## config.mk

```make
export PLATFORM = sky130hd
export DESIGN_NAME = humidity_sensor_two_wire_master_flat
export DESIGN_NICKNAME = d
export VERILOG_FILES = /design/src/hw/rtl/hsm_pkg.sv /design/src/hw/rtl/hsm_ifs.sv /design/src/hw/rtl/hsm_cfg_regs.sv /design/src/hw/rtl/hsm_core.sv /design/src/hw/rtl/hsm_rsp_reg.sv /design/src/hw/rtl/humidity_sensor_two_wire_master.sv /design/src/flat_wrapper.sv
export SDC_FILE = /design/constraint.sdc
export NUM_CORES = 1
export LEC_CHECK = 0
export ABC_CLOCK_PERIOD_IN_PS = 5920
export BUFFER_PORTS_ARGS = -buffer_cell sky130_fd_sc_hd__buf_2
export CORE_MARGIN = 1.5
export CORE_UTILIZATION = 35
export DETAILED_ROUTE_END_ITERATION = 6
export GPL_TIMING_DRIVEN = 1
export HOLD_SLACK_MARGIN = 0.03
export PLACE_DENSITY = 0.55
export SLEW_MARGIN = 20
export SYNTH_ARGS = -nofsm -noshare
export SYNTH_HDL_FRONTEND = slang
export SYNTH_SLANG_ARGS = --single-unit
export TNS_END_PERCENT = 50
```

## constraint.sdc

```tcl
create_clock -name clk -period 5.92 [get_ports clk]
set_input_delay 0.296 -clock clk [delete_from_list [all_inputs] [get_ports clk]]
set_output_delay 0.296 -clock clk [all_outputs]
set_load 0.02 [all_outputs]
```

## src/hw/rtl/hsm_pkg.sv

```systemverilog
// Shared types, codes and helper functions of the two-wire humidity sensor master.
// No dependencies; every other file of the block imports this package.

package hsm_pkg;

  localparam int RESET_CLOCKS_DEF = 9;
  localparam int WAIT_WIDTH_DEF   = 16;

  localparam int CMD_W   = 3;
  localparam int BYTE_W  = 8;
  localparam int VALUE_W = 16;
  localparam int ERR_W   = 2;
  localparam int DUR_W   = 10;
  localparam int LIMIT_W = 16;

  // commands taken in idle
  localparam logic [CMD_W-1:0] CMD_NONE       = 3'd0;
  localparam logic [CMD_W-1:0] CMD_TEMP       = 3'd1;
  localparam logic [CMD_W-1:0] CMD_HUMID      = 3'd2;
  localparam logic [CMD_W-1:0] CMD_RD_STATUS  = 3'd3;
  localparam logic [CMD_W-1:0] CMD_WR_STATUS  = 3'd4;
  localparam logic [CMD_W-1:0] CMD_SOFT_RESET = 3'd5;
  localparam logic [CMD_W-1:0] CMD_LINK_RESET = 3'd6;

  // sensor opcodes
  localparam logic [BYTE_W-1:0] OP_MEAS_TEMP  = 8'h03;
  localparam logic [BYTE_W-1:0] OP_MEAS_HUMID = 8'h05;
  localparam logic [BYTE_W-1:0] OP_RD_STATUS  = 8'h07;
  localparam logic [BYTE_W-1:0] OP_WR_STATUS  = 8'h06;
  localparam logic [BYTE_W-1:0] OP_SOFT_RESET = 8'h1e;

  // configuration port
  localparam int CFG_IDX_W  = 2;
  localparam int CFG_DATA_W = 16;
  localparam logic [CFG_IDX_W-1:0] CFG_CLOCK_HIGH = 2'd0;
  localparam logic [CFG_IDX_W-1:0] CFG_EDGE_GAP   = 2'd1;
  localparam logic [CFG_IDX_W-1:0] CFG_WAIT_LIMIT = 2'd2;

  localparam logic [DUR_W-1:0]   CLOCK_HIGH_RST = 10'd15;
  localparam logic [DUR_W-1:0]   EDGE_GAP_RST   = 10'd5;
  localparam logic [LIMIT_W-1:0] WAIT_LIMIT_RST = 16'hffff;

  typedef struct packed {
    logic [DUR_W-1:0]   clock_high;
    logic [DUR_W-1:0]   edge_gap;
    logic [LIMIT_W-1:0] wait_limit;
  } cfg_t;

  typedef struct packed {
    logic               clock_out;
    logic               data_pull_low;
    logic               busy_res;
    logic               done_res;
    logic [VALUE_W-1:0] value_out;
    logic [BYTE_W-1:0]  checksum;
    logic [ERR_W-1:0]   error_count;
  } result_t;

  function automatic logic [BYTE_W-1:0] opcode(input logic [CMD_W-1:0] cmd);
    logic [BYTE_W-1:0] op;
    op = '0;
    unique case (cmd)
      CMD_TEMP:       op = OP_MEAS_TEMP;
      CMD_HUMID:      op = OP_MEAS_HUMID;
      CMD_RD_STATUS:  op = OP_RD_STATUS;
      CMD_WR_STATUS:  op = OP_WR_STATUS;
      CMD_SOFT_RESET: op = OP_SOFT_RESET;
      default:        op = '0;
    endcase
    return op;
  endfunction

  // bytes read back: status + checksum, or msb + lsb + checksum
  function automatic logic [1:0] read_count(input logic [CMD_W-1:0] cmd);
    return (cmd == CMD_RD_STATUS) ? 2'd2 : 2'd3;
  endfunction

endpackage

```

## src/hw/rtl/hsm_ifs.sv

```systemverilog
// Valid/ready channel interfaces of the humidity sensor master: tick words in,
// result words out, configuration writes. Depends on hsm_pkg.

interface hsm_req_if import hsm_pkg::*; ();
  logic              valid;
  logic              ready;
  logic [CMD_W-1:0]  cmd;
  logic [BYTE_W-1:0] write_data;
  logic              data_pin;

  modport source(output valid, cmd, write_data, data_pin, input ready);
  modport sink(input valid, cmd, write_data, data_pin, output ready);
endinterface

interface hsm_rsp_if import hsm_pkg::*; ();
  logic               valid;
  logic               ready;
  logic               clock_out;
  logic               data_pull_low;
  logic               busy_res;
  logic               done_res;
  logic [VALUE_W-1:0] value_out;
  logic [BYTE_W-1:0]  checksum;
  logic [ERR_W-1:0]   error_count;

  modport source(output valid, clock_out, data_pull_low, busy_res, done_res, value_out,
                 checksum, error_count, input ready);
  modport sink(input valid, clock_out, data_pull_low, busy_res, done_res, value_out,
               checksum, error_count, output ready);
endinterface

interface hsm_cfg_if import hsm_pkg::*; ();
  logic                  valid;
  logic                  ready;
  logic [CFG_IDX_W-1:0]  index;
  logic [CFG_DATA_W-1:0] data;

  modport source(output valid, index, data, input ready);
  modport sink(input valid, index, data, output ready);
endinterface

```

## src/hw/rtl/hsm_cfg_regs.sv

```systemverilog
// Configuration registers of the humidity sensor master (bit timing, ready wait limit).
// Depends on hsm_pkg and hsm_cfg_if.

module hsm_cfg_regs import hsm_pkg::*; (
  input  logic      clk,
  input  logic      rst,
  hsm_cfg_if.sink   cfg,
  output cfg_t      regs
);

  assign cfg.ready = 1'b1;

  always_ff @(posedge clk) begin
    if (rst) begin
      regs.clock_high <= CLOCK_HIGH_RST;
      regs.edge_gap   <= EDGE_GAP_RST;
      regs.wait_limit <= WAIT_LIMIT_RST;
    end else if (cfg.valid) begin
      unique case (cfg.index)
        CFG_CLOCK_HIGH: regs.clock_high <= cfg.data[DUR_W-1:0];
        CFG_EDGE_GAP:   regs.edge_gap   <= cfg.data[DUR_W-1:0];
        CFG_WAIT_LIMIT: regs.wait_limit <= cfg.data[LIMIT_W-1:0];
        default: ;  // unused index, write dropped
      endcase
    end
  end

endmodule

```

## src/hw/rtl/hsm_core.sv

```systemverilog
// Sequencer of the humidity sensor master: phase machine, counters, shift byte and
// result registers, advanced once per accepted tick word. Depends on hsm_pkg.

module hsm_core import hsm_pkg::*; #(
  parameter int RESET_CLOCKS = RESET_CLOCKS_DEF,
  parameter int WAIT_WIDTH   = WAIT_WIDTH_DEF
) (
  input  logic              clk,
  input  logic              rst,
  input  logic              accept,
  input  logic [CMD_W-1:0]  cmd,
  input  logic [BYTE_W-1:0] write_data,
  input  logic              data_pin,
  input  cfg_t              cfg,
  output result_t           res
);

  localparam int TICK_W = (WAIT_WIDTH > DUR_W) ? WAIT_WIDTH : DUR_W;
  localparam int CMP_W  = (TICK_W > LIMIT_W) ? TICK_W : LIMIT_W;
  localparam logic [TICK_W-1:0] WAIT_ALL_ONES = TICK_W'((64'd1 << WAIT_WIDTH) - 64'd1);

  typedef enum logic [17:0] {
    PH_IDLE  = 18'h00001,
    PH_RST_LO = 18'h00002,
    PH_RST_HI = 18'h00004,
    PH_S_A   = 18'h00008,
    PH_S_B   = 18'h00010,
    PH_S_C   = 18'h00020,
    PH_S_D   = 18'h00040,
    PH_S_E   = 18'h00080,
    PH_S_F   = 18'h00100,
    PH_WR_LO = 18'h00200,
    PH_WR_HI = 18'h00400,
    PH_WA_LO = 18'h00800,
    PH_WA_HI = 18'h01000,
    PH_WAIT  = 18'h02000,
    PH_RD_LO = 18'h04000,
    PH_RD_HI = 18'h08000,
    PH_RK_LO = 18'h10000,
    PH_RK_HI = 18'h20000
  } phase_t;

  phase_t              phase, phase_next;
  logic [CMD_W-1:0]    active_cmd, active_cmd_next;
  logic [3:0]          bit_cnt, bit_cnt_next;
  logic [1:0]          byte_cnt, byte_cnt_next;
  logic [TICK_W-1:0]   tick, tick_next;
  logic [BYTE_W-1:0]   shift, shift_next;
  logic [VALUE_W-1:0]  value, value_next;
  logic [BYTE_W-1:0]   checksum, checksum_next;
  logic [ERR_W-1:0]    error, error_next;
  logic                done_next;

  logic [TICK_W-1:0]   tick_inc;
  logic [DUR_W-1:0]    dur;
  logic                high_phase;
  logic                expired;
  logic                timeout;
  logic [3:0]          bit_inc;
  logic [1:0]          byte_inc;
  logic [BYTE_W-1:0]   rx_byte;
  logic [ERR_W-1:0]    error_inc;

  assign high_phase = (phase == PH_S_D) || (phase == PH_WR_HI) || (phase == PH_WA_HI) ||
                      (phase == PH_RD_HI) || (phase == PH_RK_HI);
  assign tick_inc   = tick + 1'b1;
  assign bit_inc    = bit_cnt + 1'b1;
  assign byte_inc   = byte_cnt + 1'b1;
  assign rx_byte    = {shift[BYTE_W-2:0], data_pin};
  assign error_inc  = (error == 2'd3) ? error : error + 1'b1;

  always_comb begin
    dur = high_phase ? cfg.clock_high : cfg.edge_gap;
    if (dur == '0) begin
      dur = DUR_W'(1);
    end
  end

  assign expired = (tick_inc >= TICK_W'(dur));
  assign timeout = (CMP_W'(tick_inc) >= CMP_W'(cfg.wait_limit)) || (tick_inc == WAIT_ALL_ONES);

  always_comb begin
    phase_next      = phase;
    active_cmd_next = active_cmd;
    bit_cnt_next    = bit_cnt;
    byte_cnt_next   = byte_cnt;
    tick_next       = tick;
    shift_next      = shift;
    value_next      = value;
    checksum_next   = checksum;
    error_next      = error;
    done_next       = 1'b0;

    if (phase == PH_IDLE) begin
      if (cmd != CMD_NONE && cmd <= CMD_LINK_RESET) begin
        active_cmd_next = cmd;
        error_next      = '0;
        bit_cnt_next    = '0;
        byte_cnt_next   = '0;
        tick_next       = '0;
        if (cmd == CMD_WR_STATUS) begin
          value_next = VALUE_W'(write_data);
        end
        phase_next = (cmd >= CMD_SOFT_RESET) ? PH_RST_LO : PH_S_A;
      end
    end else if (phase == PH_WAIT) begin
      if (!data_pin || timeout) begin
        if (data_pin) begin
          error_next = error_inc;
        end
        byte_cnt_next = '0;
        bit_cnt_next  = '0;
        tick_next     = '0;
        phase_next    = PH_RD_LO;
      end else begin
        tick_next = tick_inc;
      end
    end else begin
      tick_next = tick_inc;
      if (expired) begin
        tick_next = '0;
        unique case (phase)
          PH_RST_LO: phase_next = PH_RST_HI;
          PH_RST_HI: begin
            if (int'(bit_cnt) + 1 >= RESET_CLOCKS) begin
              bit_cnt_next = '0;
              phase_next   = PH_S_A;
            end else begin
              bit_cnt_next = bit_inc;
              phase_next   = PH_RST_LO;
            end
          end
          PH_S_A: phase_next = PH_S_B;
          PH_S_B: phase_next = PH_S_C;
          PH_S_C: phase_next = PH_S_D;
          PH_S_D: phase_next = PH_S_E;
          PH_S_E: phase_next = PH_S_F;
          PH_S_F: begin
            if (active_cmd == CMD_LINK_RESET) begin
              phase_next = PH_IDLE;
              done_next  = 1'b1;
            end else begin
              shift_next    = opcode(active_cmd);
              byte_cnt_next = '0;
              bit_cnt_next  = '0;
              phase_next    = PH_WR_LO;
            end
          end
          PH_WR_LO: phase_next = PH_WR_HI;
          PH_WR_HI: begin
            shift_next = {shift[BYTE_W-2:0], 1'b0};
            if (bit_inc >= 4'd8) begin
              bit_cnt_next = '0;
              phase_next   = PH_WA_LO;
            end else begin
              bit_cnt_next = bit_inc;
              phase_next   = PH_WR_LO;
            end
          end
          PH_WA_LO: phase_next = PH_WA_HI;
          PH_WA_HI: begin
            if (data_pin) begin
              error_next = error_inc;  // no acknowledge
            end
            if (active_cmd == CMD_TEMP || active_cmd == CMD_HUMID) begin
              phase_next = PH_WAIT;
            end else if (active_cmd == CMD_RD_STATUS) begin
              byte_cnt_next = '0;
              bit_cnt_next  = '0;
              phase_next    = PH_RD_LO;
            end else if (active_cmd == CMD_WR_STATUS && byte_cnt == 2'd0) begin
              byte_cnt_next = 2'd1;
              shift_next    = value[BYTE_W-1:0];
              bit_cnt_next  = '0;
              phase_next    = PH_WR_LO;
            end else begin
              phase_next = PH_IDLE;
              done_next  = 1'b1;
            end
          end
          PH_RD_LO: phase_next = PH_RD_HI;
          PH_RD_HI: begin
            shift_next = rx_byte;
            if (bit_inc >= 4'd8) begin
              if (active_cmd == CMD_RD_STATUS) begin
                if (byte_cnt == 2'd0) begin
                  value_next = VALUE_W'(rx_byte);
                end else begin
                  checksum_next = rx_byte;
                end
              end else if (byte_cnt == 2'd0) begin
                value_next = {rx_byte, value[BYTE_W-1:0]};
                value_next[BYTE_W-1:0] = '0;
              end else if (byte_cnt == 2'd1) begin
                value_next = {value[VALUE_W-1:BYTE_W], rx_byte};
              end else begin
                checksum_next = rx_byte;
              end
              bit_cnt_next = '0;
              phase_next   = PH_RK_LO;
            end else begin
              bit_cnt_next = bit_inc;
              phase_next   = PH_RD_LO;
            end
          end
          PH_RK_LO: phase_next = PH_RK_HI;
          PH_RK_HI: begin
            byte_cnt_next = byte_inc;
            if (byte_inc >= read_count(active_cmd)) begin
              phase_next = PH_IDLE;
              done_next  = 1'b1;
            end else begin
              bit_cnt_next = '0;
              phase_next   = PH_RD_LO;
            end
          end
          default: phase_next = PH_IDLE;
        endcase
      end
    end
  end

  // line levels after this tick
  always_comb begin
    res.clock_out = (phase_next == PH_RST_HI) || (phase_next == PH_S_B) ||
                    (phase_next == PH_S_C) || (phase_next == PH_S_E) ||
                    (phase_next == PH_S_F) || (phase_next == PH_WR_HI) ||
                    (phase_next == PH_WA_HI) || (phase_next == PH_RD_HI) ||
                    (phase_next == PH_RK_HI);
    res.data_pull_low = (phase_next == PH_S_C) || (phase_next == PH_S_D) ||
                        (phase_next == PH_S_E) ||
                        (((phase_next == PH_WR_LO) || (phase_next == PH_WR_HI)) &&
                         !shift_next[BYTE_W-1]) ||
                        (((phase_next == PH_RK_LO) || (phase_next == PH_RK_HI)) &&
                         ({1'b0, byte_cnt_next} + 3'd1 < {1'b0, read_count(active_cmd_next)}));
    res.busy_res    = (phase_next != PH_IDLE);
    res.done_res    = done_next;
    res.value_out   = value_next;
    res.checksum    = checksum_next;
    res.error_count = error_next;
  end

  always_ff @(posedge clk) begin
    if (rst) begin
      phase      <= PH_IDLE;
      active_cmd <= CMD_NONE;
      bit_cnt    <= '0;
      byte_cnt   <= '0;
      tick       <= '0;
      shift      <= '0;
      value      <= '0;
      checksum   <= '0;
      error      <= '0;
    end else if (accept) begin
      phase      <= phase_next;
      active_cmd <= active_cmd_next;
      bit_cnt    <= bit_cnt_next;
      byte_cnt   <= byte_cnt_next;
      tick       <= tick_next;
      shift      <= shift_next;
      value      <= value_next;
      checksum   <= checksum_next;
      error      <= error_next;
    end
  end

endmodule

```

## src/hw/rtl/hsm_rsp_reg.sv

```systemverilog
// Result register of the humidity sensor master: holds one result word for the
// response channel and gives the request side its ready. Depends on hsm_pkg, hsm_rsp_if.

module hsm_rsp_reg import hsm_pkg::*; (
  input  logic      clk,
  input  logic      rst,
  input  logic      accept,
  input  result_t   res,
  output logic      in_ready,
  hsm_rsp_if.source rsp
);

  logic    valid;
  result_t data;

  assign in_ready = !valid || rsp.ready;

  always_ff @(posedge clk) begin
    if (rst) begin
      valid <= 1'b0;
    end else if (accept) begin
      valid <= 1'b1;
    end else if (rsp.ready) begin
      valid <= 1'b0;
    end
  end

  always_ff @(posedge clk) begin
    if (accept) begin
      data <= res;
    end
  end

  assign rsp.valid         = valid;
  assign rsp.clock_out     = data.clock_out;
  assign rsp.data_pull_low = data.data_pull_low;
  assign rsp.busy_res      = data.busy_res;
  assign rsp.done_res      = data.done_res;
  assign rsp.value_out     = data.value_out;
  assign rsp.checksum      = data.checksum;
  assign rsp.error_count   = data.error_count;

endmodule

```

## src/hw/rtl/humidity_sensor_two_wire_master.sv

```systemverilog
// Top level of the two-wire humidity/temperature sensor master.
// Depends on hsm_pkg, hsm_ifs, hsm_cfg_regs, hsm_core, hsm_rsp_reg.

// Each request word is one timing tick: it carries a command (taken only when idle),
// the status byte for a write-status command and the sampled level of the data line.
// Each tick yields exactly one response word with the clock and data-pull levels to
// drive for that tick, busy, a one-tick done pulse, the last value, checksum and error
// count. One word is accepted every clock cycle while no held result blocks it; the
// sequencer works on a word in the cycle it is accepted and the result lands in the
// result register at that edge, so its response is offered on the cycle after
// acceptance. The request channel is ready whenever the result register is empty or
// being read in the same cycle. Configuration writes are accepted every cycle and set
// bit timing (clock high and edge gap, in ticks) and the ready wait limit.

module humidity_sensor_two_wire_master import hsm_pkg::*; #(
  parameter int RESET_CLOCKS = RESET_CLOCKS_DEF,
  parameter int WAIT_WIDTH   = WAIT_WIDTH_DEF
) (
  input logic       clk,
  input logic       rst,
  hsm_req_if.sink   req,
  hsm_rsp_if.source rsp,
  hsm_cfg_if.sink   cfg
);

  cfg_t    cfg_regs;
  result_t res;
  logic    in_ready;
  logic    accept;

  assign req.ready = in_ready;
  assign accept    = req.valid && in_ready;

  hsm_cfg_regs u_cfg (
    .clk  (clk),
    .rst  (rst),
    .cfg  (cfg),
    .regs (cfg_regs)
  );

  hsm_core #(
    .RESET_CLOCKS (RESET_CLOCKS),
    .WAIT_WIDTH   (WAIT_WIDTH)
  ) u_core (
    .clk        (clk),
    .rst        (rst),
    .accept     (accept),
    .cmd        (req.cmd),
    .write_data (req.write_data),
    .data_pin   (req.data_pin),
    .cfg        (cfg_regs),
    .res        (res)
  );

  hsm_rsp_reg u_rsp (
    .clk      (clk),
    .rst      (rst),
    .accept   (accept),
    .res      (res),
    .in_ready (in_ready),
    .rsp      (rsp)
  );

  // a held result must block new ticks
  a_no_overrun: assert property (@(posedge clk) disable iff (rst)
    (rsp.valid && !rsp.ready) |-> !req.ready)
    else $error("request accepted while result word is held");

  // done ends a sequence: lines idle in the same word
  a_done_idle: assert property (@(posedge clk) disable iff (rst)
    (rsp.valid && rsp.done_res) |-> (!rsp.busy_res && !rsp.clock_out && !rsp.data_pull_low))
    else $error("done word with active bus");

  a_idle_lines: assert property (@(posedge clk) disable iff (rst)
    (rsp.valid && !rsp.busy_res) |-> (!rsp.clock_out && !rsp.data_pull_low))
    else $error("bus driven while idle");

  a_err_range: assert property (@(posedge clk) disable iff (rst)
    rsp.valid |-> (rsp.error_count != 2'd3))
    else $error("error count beyond two");

endmodule
```

## src/flat_wrapper.sv

```systemverilog
// flat-port wrapper written by rule: the top's interface ports become plain ports
module humidity_sensor_two_wire_master_flat import hsm_pkg::*;
#(
  parameter int RESET_CLOCKS = RESET_CLOCKS_DEF,
  parameter int WAIT_WIDTH   = WAIT_WIDTH_DEF
)
  (clk, rst, req_valid, req_cmd, req_write_data, req_data_pin, req_ready, rsp_valid, rsp_clock_out, rsp_data_pull_low, rsp_busy_res, rsp_done_res, rsp_value_out, rsp_checksum, rsp_error_count, rsp_ready, cfg_valid, cfg_index, cfg_data, cfg_ready);
  hsm_req_if req_i ();
  hsm_rsp_if rsp_i ();
  hsm_cfg_if cfg_i ();
  input logic clk;
  input logic rst;
  input wire logic [$bits(req_i.valid)-1:0] req_valid;
  input wire logic [$bits(req_i.cmd)-1:0] req_cmd;
  input wire logic [$bits(req_i.write_data)-1:0] req_write_data;
  input wire logic [$bits(req_i.data_pin)-1:0] req_data_pin;
  output wire logic [$bits(req_i.ready)-1:0] req_ready;
  output wire logic [$bits(rsp_i.valid)-1:0] rsp_valid;
  output wire logic [$bits(rsp_i.clock_out)-1:0] rsp_clock_out;
  output wire logic [$bits(rsp_i.data_pull_low)-1:0] rsp_data_pull_low;
  output wire logic [$bits(rsp_i.busy_res)-1:0] rsp_busy_res;
  output wire logic [$bits(rsp_i.done_res)-1:0] rsp_done_res;
  output wire logic [$bits(rsp_i.value_out)-1:0] rsp_value_out;
  output wire logic [$bits(rsp_i.checksum)-1:0] rsp_checksum;
  output wire logic [$bits(rsp_i.error_count)-1:0] rsp_error_count;
  input wire logic [$bits(rsp_i.ready)-1:0] rsp_ready;
  input wire logic [$bits(cfg_i.valid)-1:0] cfg_valid;
  input wire logic [$bits(cfg_i.index)-1:0] cfg_index;
  input wire logic [$bits(cfg_i.data)-1:0] cfg_data;
  output wire logic [$bits(cfg_i.ready)-1:0] cfg_ready;
  assign req_i.valid = req_valid;
  assign req_i.cmd = req_cmd;
  assign req_i.write_data = req_write_data;
  assign req_i.data_pin = req_data_pin;
  assign req_ready = req_i.ready;
  assign rsp_valid = rsp_i.valid;
  assign rsp_clock_out = rsp_i.clock_out;
  assign rsp_data_pull_low = rsp_i.data_pull_low;
  assign rsp_busy_res = rsp_i.busy_res;
  assign rsp_done_res = rsp_i.done_res;
  assign rsp_value_out = rsp_i.value_out;
  assign rsp_checksum = rsp_i.checksum;
  assign rsp_error_count = rsp_i.error_count;
  assign rsp_i.ready = rsp_ready;
  assign cfg_i.valid = cfg_valid;
  assign cfg_i.index = cfg_index;
  assign cfg_i.data = cfg_data;
  assign cfg_ready = cfg_i.ready;
  humidity_sensor_two_wire_master #(.RESET_CLOCKS(RESET_CLOCKS), .WAIT_WIDTH(WAIT_WIDTH)) u_core (.clk(clk), .rst(rst), .req(req_i), .rsp(rsp_i), .cfg(cfg_i));
endmodule
```

Word-level counts from Yosys, hierarchy flattened
Index checks and enable logic that the tools add are counted.

Register bits after elaboration: 144. Output and inout port bits: 33. Input port bits: 35. Word-level logic and storage cells: 232.

Muxes and demuxes: 94. Bitwise gates (word level): 3. Reduce and logical (&&, ||, !) cells: 46. Order comparisons: 8. Eq/ne operators: 54. $add $sub $neg: 6.

Operator list (count): 18-bit case mux with 16 select lines (1); 16-bit 2-to-1 mux (15); 8-bit 2-to-1 mux (17); 18-bit 2-to-1 mux (5); 4-bit 2-to-1 mux (14); 15-bit 2-to-1 mux (3); 10-bit 2-to-1 mux (4); 18-bit by 10-bit equality test with 1-bit output, second input constant (2); 18-bit by 11-bit equality test with 1-bit output, second input constant (2); 18-bit by 13-bit equality test with 1-bit output, second input constant (2); 18-bit by 16-bit equality test with 1-bit output, second input constant (2); 18-bit by 17-bit equality test with 1-bit output, second input constant (2); 18-bit equality test, second input constant (2); 18-bit by 3-bit equality test with 1-bit output, second input constant (2); 18-bit by 5-bit equality test with 1-bit output, second input constant (2); 18-bit by 6-bit equality test with 1-bit output, second input constant (2); 18-bit by 7-bit equality test with 1-bit output, second input constant (2); 18-bit by 8-bit equality test with 1-bit output, second input constant (2); 18-bit by 9-bit equality test with 1-bit output, second input constant (2); 2-bit 2-to-1 mux (17); 8-bit case mux with 4 select lines (1); 5-bit case mux with 5 select lines (1); 1-bit logical OR (22); 4-bit case mux with 5 select lines (1); 50 further kinds (86).

Logic depth before layout (Yosys ltp)
Word-level depth: 21. Gate-level depth with buffers: 28. Mapped depth without buffers: 24.

Cells and area by module
From an unflattened synthesis, not the netlist that was laid out.

Cells, all modules: 995. Area, all modules: 8837.2 µm².

Modules (own cells, without submodules): hsm_core (area an instance 6398.6 µm², times used 1, cells each 811, seq. area each 1541.5 µm²); hsm_cfg_regs (area an instance 1485.2 µm², times used 1, cells each 149, seq. area each 720.7 µm²); hsm_rsp_reg (area an instance 947.2 µm², times used 1, cells each 34, seq. area each 920.9 µm²); humidity_sensor_two_wire_master (area an instance 6.3 µm², times used 1, cells each 1, seq. area each 0.0 µm²).

Worst setup path before layout
No wires, ideal clock.

Path kind: reg-to-reg. Start point: reg u_core.u_core.phase[0]. End point: reg u_core.u_rsp.data, in the netlist u_core.u_rsp.rsp.data_pull_low (data pin). Setup time: 0.254 ns. Stages on the path, launching flop included: 29. Data arrival time: 5.843 ns. Period minus slack after synthesis: 6.097 ns. Setup slack: -0.177 ns. Path buffers: 4. Data required time: 5.666 ns. Cells stage by stage: dfxtp_1 > buf_6 > or4_4 > buf_6 > or4_4 > or3_1 > nor3b_1 > nor4_1 > buf_2 > mux2i_1 > and4_1 > nand3_1 > o21ai_1 > ha_1 > nor2b_1 > o21ai_0 > a221oi_1 > o211ai_1 > nor3_2 > clkbuf_1 > or4b_2 > a21oi_1 > a31oi_1 > nor2_1 > ha_1 > inv_1 > o2111a_1 > o21ai_1 > a21bo_1.

RTL lines: start: declaration (line hsm_core.sv:43) `phase_t phase, phase_next;`; start signal: assignment (line hsm_core.sv:255) `phase <= phase_next;`; end signal: assignment (line hsm_rsp_reg.sv:30) `data <= res;`; end: declaration (line hsm_rsp_reg.sv:14) `result_t data;`.

==> results.py <==
metrics = {
    "yosys": {
        "synthTopCellsByArea": "dfxtp_1 26%, edfxtp_1 10%, nor2_1 5.6%",
        "synth_fa_ha_area_share_pct": 5.02,
        "synth_top_family_by_area": "simple AND/OR/NAND/NOR gates",
        "syn_area_sq_um": 8720,
        "synth-simple-area-share_pct": 25.9,
        "ys.flop_type": "dfxtp_1",
        "synthCells": 1062,
        "ys_seq_elements": 144,
        "yosys_warnings": 0,
        "yosys.area_share.xor_xnor_pct": 2.71,
        "synth_top_cell_by_area": "dfxtp_1",
        "yosysMostFrequentCell": "nor2_1",
        "syn_nets": 1132,
        "synth_mux_area_share_pct": 5.28,
        "synth_edf_count": 30,
        "yosysSeqAreaShare_pct": 36.5,
        "synth-async-reset-ratio_pct": 0,
        "ys_types": 85,
        "yosysTopAreaCellShare_pct": 26.2,
        "netlist_top_cells_count": "130 x nor2_1, 128 x nand2_1, 114 x dfxtp_1, 68 x a21oi_1, 55 x clkbuf_1",
        "syn_area_per_cell_sq_um": 8.21,
        "synth_compound_area_share_pct": 19.3,
    },
    "placement": {
        "port_buffers": 66,
        "dp_hpwl_um": 19900,
        "gp_congestion": 0.965,
    },
    "pwr": {
        "combPwrFrac_pct": 17.0,
        "pwr-share-clk_pct": 41.7,
        "leakagePower_uw": 0.00430,
        "power_density_nw_per_um2": 243,
        "p_switching_uw": 764,
        "max-vdd-ir-drop_uv": 194,
        "internal-power_uw": 1790,
        "swShare_pct": 29.9,
        "power_uw": 2550,
        "pwr-share-seq_pct": 41.3,
    },
    "timing": {
        "fmax_mhz": 173,
        "slew_headroom_pct": 27.0,
        "fin_crit_ps": 5770,
        "setup_violations": 0,
        "slew_violations": 0,
        "fin_crit_sh_pct": 97.5,
        "tns_ps": 0,
        "fin_worst_skew_ps": 13.4,
        "worst_slew_pin_slew_ps": 1090,
        "rsz0062_at_grt": "true",
        "hold_viol_final": 0,
    },
    "global_route": {
        "grt_pass1_vias": 7864,
        "grt_usage_pct": 21.1,
        "grt_antenna_before_repair": 0,
        "grt-ovfl-total": 0,
        "grt_pass1_wl_um": 43000,
        "grt_max_degree": 65,
    },
    "drt": {
        "drtIter0Drc": 668,
        "dr.pass1.iters": 5,
        "drtAntennaViolNets": 0,
        "wl_per_cell_um": 18.1,
        "drt-total-wl_um": 27100,
        "num_vias": 8247,
        "route.detailed.drc": 0,
        "via_per_inst": 5.51,
    },
    "critical_path": {
        "setup.worst_path.start_class": "flip-flop",
        "worstSetupEndpointType": "flip-flop",
        "required_ps": 6100,
        "cp_data_arrival_time_ps": 5950,
        "crit_path_max_fanout": 10,
        "criticalPathCategory": "reg -> reg",
    },
    "floorplan": {
        "rows": 57,
        "start_util_pct": 35.8,
        "io_pins": 68,
        "die_area_sq_um": 25900,
        "core_sq_um": 24400,
        "fp.dieH_um": 161,
        "die_w_um": 161,
    },
    "final_layout": {
        "nFillCells": 2465,
        "area_growth_pct": 20.4,
        "postLayoutCoreUtil_pct": 43.0,
        "nNetsFinal": 1229,
        "diodes": 0,
        "drive_above_1_share_pct": 20.7,
    },
    "run": {
        "timing.max_cap.violations": 0,
    },
    "clocking": {
        "clk_latency_ps": 430,
        "cts.path.max_buffers": 2,
        "cts_inserted_buffers": 17,
        "h-tree-depth": 4,
        "clock_sinks": 144,
        "clockRootBuffer": "clkbuf_16",
        "cts_tree": "yes",
        "clk_pin_slew_ps": 70,
    },
    "status": {
        "status": "complete, no violations",
    },
    "min_path": {
        "min-delay-path-class": "in -> reg",
    },
}
-- worst max-delay path, cell delays in order, from the launching register on --
cell	delay [ps]
dfxtp_1	310
or4_4	530
or4_4	530
or3_4	370
nor3b_4	290
nor4_4	100
buf_12	160
mux2i_4	190
and4_1	230
nand3_2	80
o21ai_2	130
ha_1	240
nor2b_1	110
o21ai_1	80
a221oi_2	310
o211a_1	240
nand2_1	160
buf_4	240
o21ai_2	290
a221o_1	240
buf_4	120
nor2_1	40
o21ai_0	170
a21oi_1	90
a311o_1	270
-- metrics by stage --
step           instance area (sq um)  hold WS, ps  std cells  setup WS [ps]
6_report                       10500         64.1       1496            150
5_1_grt                        10500         53.5       1496           -212
4_1_cts                        10400         50.5       1492           35.6
3_5_place_dp                    9800          445       1460           35.1
3_3_place_gp                    9800          439       1460            127
2_1_floorplan                   8750          414       1062           41.2
-- path summary, 6_finish.rpt --
| kind | startpoint | end | slack, ps | depth (start not counted) |
|---|---|---|---|---|
| worst min register to register | u_core.u_core.checksum[5] | u_core.u_core.checksum[5] | 450 | 2 |
| worst min-delay path | cfg_data[11] | u_core.u_cfg.regs[11] | 60 | 2 |
| worst max register to register | u_core.u_core.phase[2] | u_core.u_rsp.rsp.clock_out | 150 | 24 |
| worst max-delay path | u_core.u_core.phase[2] | u_core.u_rsp.rsp.clock_out | 150 | 24 |
-- layout make-up --
cell class              instances  area (sq um)  share of cell area, %
clock buffers                  17           425                   4.05
flip-flops and latches        144          3180                   30.3
repair buffers                149           968                   9.22
well taps                     324           405                   3.86
multi-input cells             804          5210                   49.6
clock inverters                15           148                   1.41
inverters                      43           161                   1.54
-- logic make-up after synthesis --
| kind of cell | count (synthesis) |
|---|---|
| and+or+nand+nor | 457 |
| AOI/OAI and AO/OA | 239 |
| DFF | 144 |
| buffers and inverters | 114 |
| muxes | 45 |
| adders and majority gates | 35 |
| xor gates and xnor gates | 27 |
| other | 1 |
-- registers in the layout (all words and copies together), names as in the netlist, 2 cells and up --
name / count
u_core.u_core.error: 2
u_core.u_cfg.regs: 36
u_core.u_core.value: 16
u_core.u_core.byte_cnt: 2
u_core.u_rsp.rsp.value_out: 16
u_core.u_rsp.rsp.checksum: 8
u_core.u_core.phase: 18
u_core.u_core.active_cmd: 3
u_core.u_core.bit_cnt: 4
u_core.u_core.tick: 16
u_core.u_rsp.rsp.error_count: 2
u_core.u_core.checksum: 8
u_core.u_core.shift: 8
-- timing repair --
action                                  in CTS  in global routing
endpoints found under the setup margin       2                  3
pin swaps                                    0                  8
hold buffers                                 0                  0
setup buffers                                0                  4
gates cloned                                 0                  0
resized for setup                            1                 15
-- layer usage --
layer  global-route usage, %  wire (um)
met5                       0          0
met2                    34.5      12800
met3                    4.00       1460
met1                    27.7      12200
met4                    7.32        720
-- power groups by stage --
stage | Sequential, uW | Clock, uW | Combinational [uW]
floorplan | 1090 | 0 | 248
global placement | 1080 | 0 | 415
detailed placement | 1080 | 0 | 415
CTS | 1050 | 1090 | 417
global route | 1060 | 1130 | 468
finish | 1060 | 1070 | 434
-- placed cells by master (no fill, tap or decap), types with 10 or more instances in the layout --
cell       netlist  routed
nor2_1         130     130
nand2_1        128     128
dfxtp_1        114     114
buf_4            1      83
a21oi_1         68      68
buf_2            9      65
nand3_1         54      53
inv_1           43      42
ha_1            35      35
mux2i_1         37      33
edfxtp_1        30      30
nor3_1          29      29
o21ai_0         26      25
a22oi_1         22      22
a211oi_1        20      20
nor4_1          20      18
clkbuf_16        0      17
xnor2_1         15      15
a211o_1         15      15
nand4_1         13      13
and3_1          12      12
xor2_1          12      12
nor2b_1         10      10
Note: power is estimated with default switching activity, not from simulation.
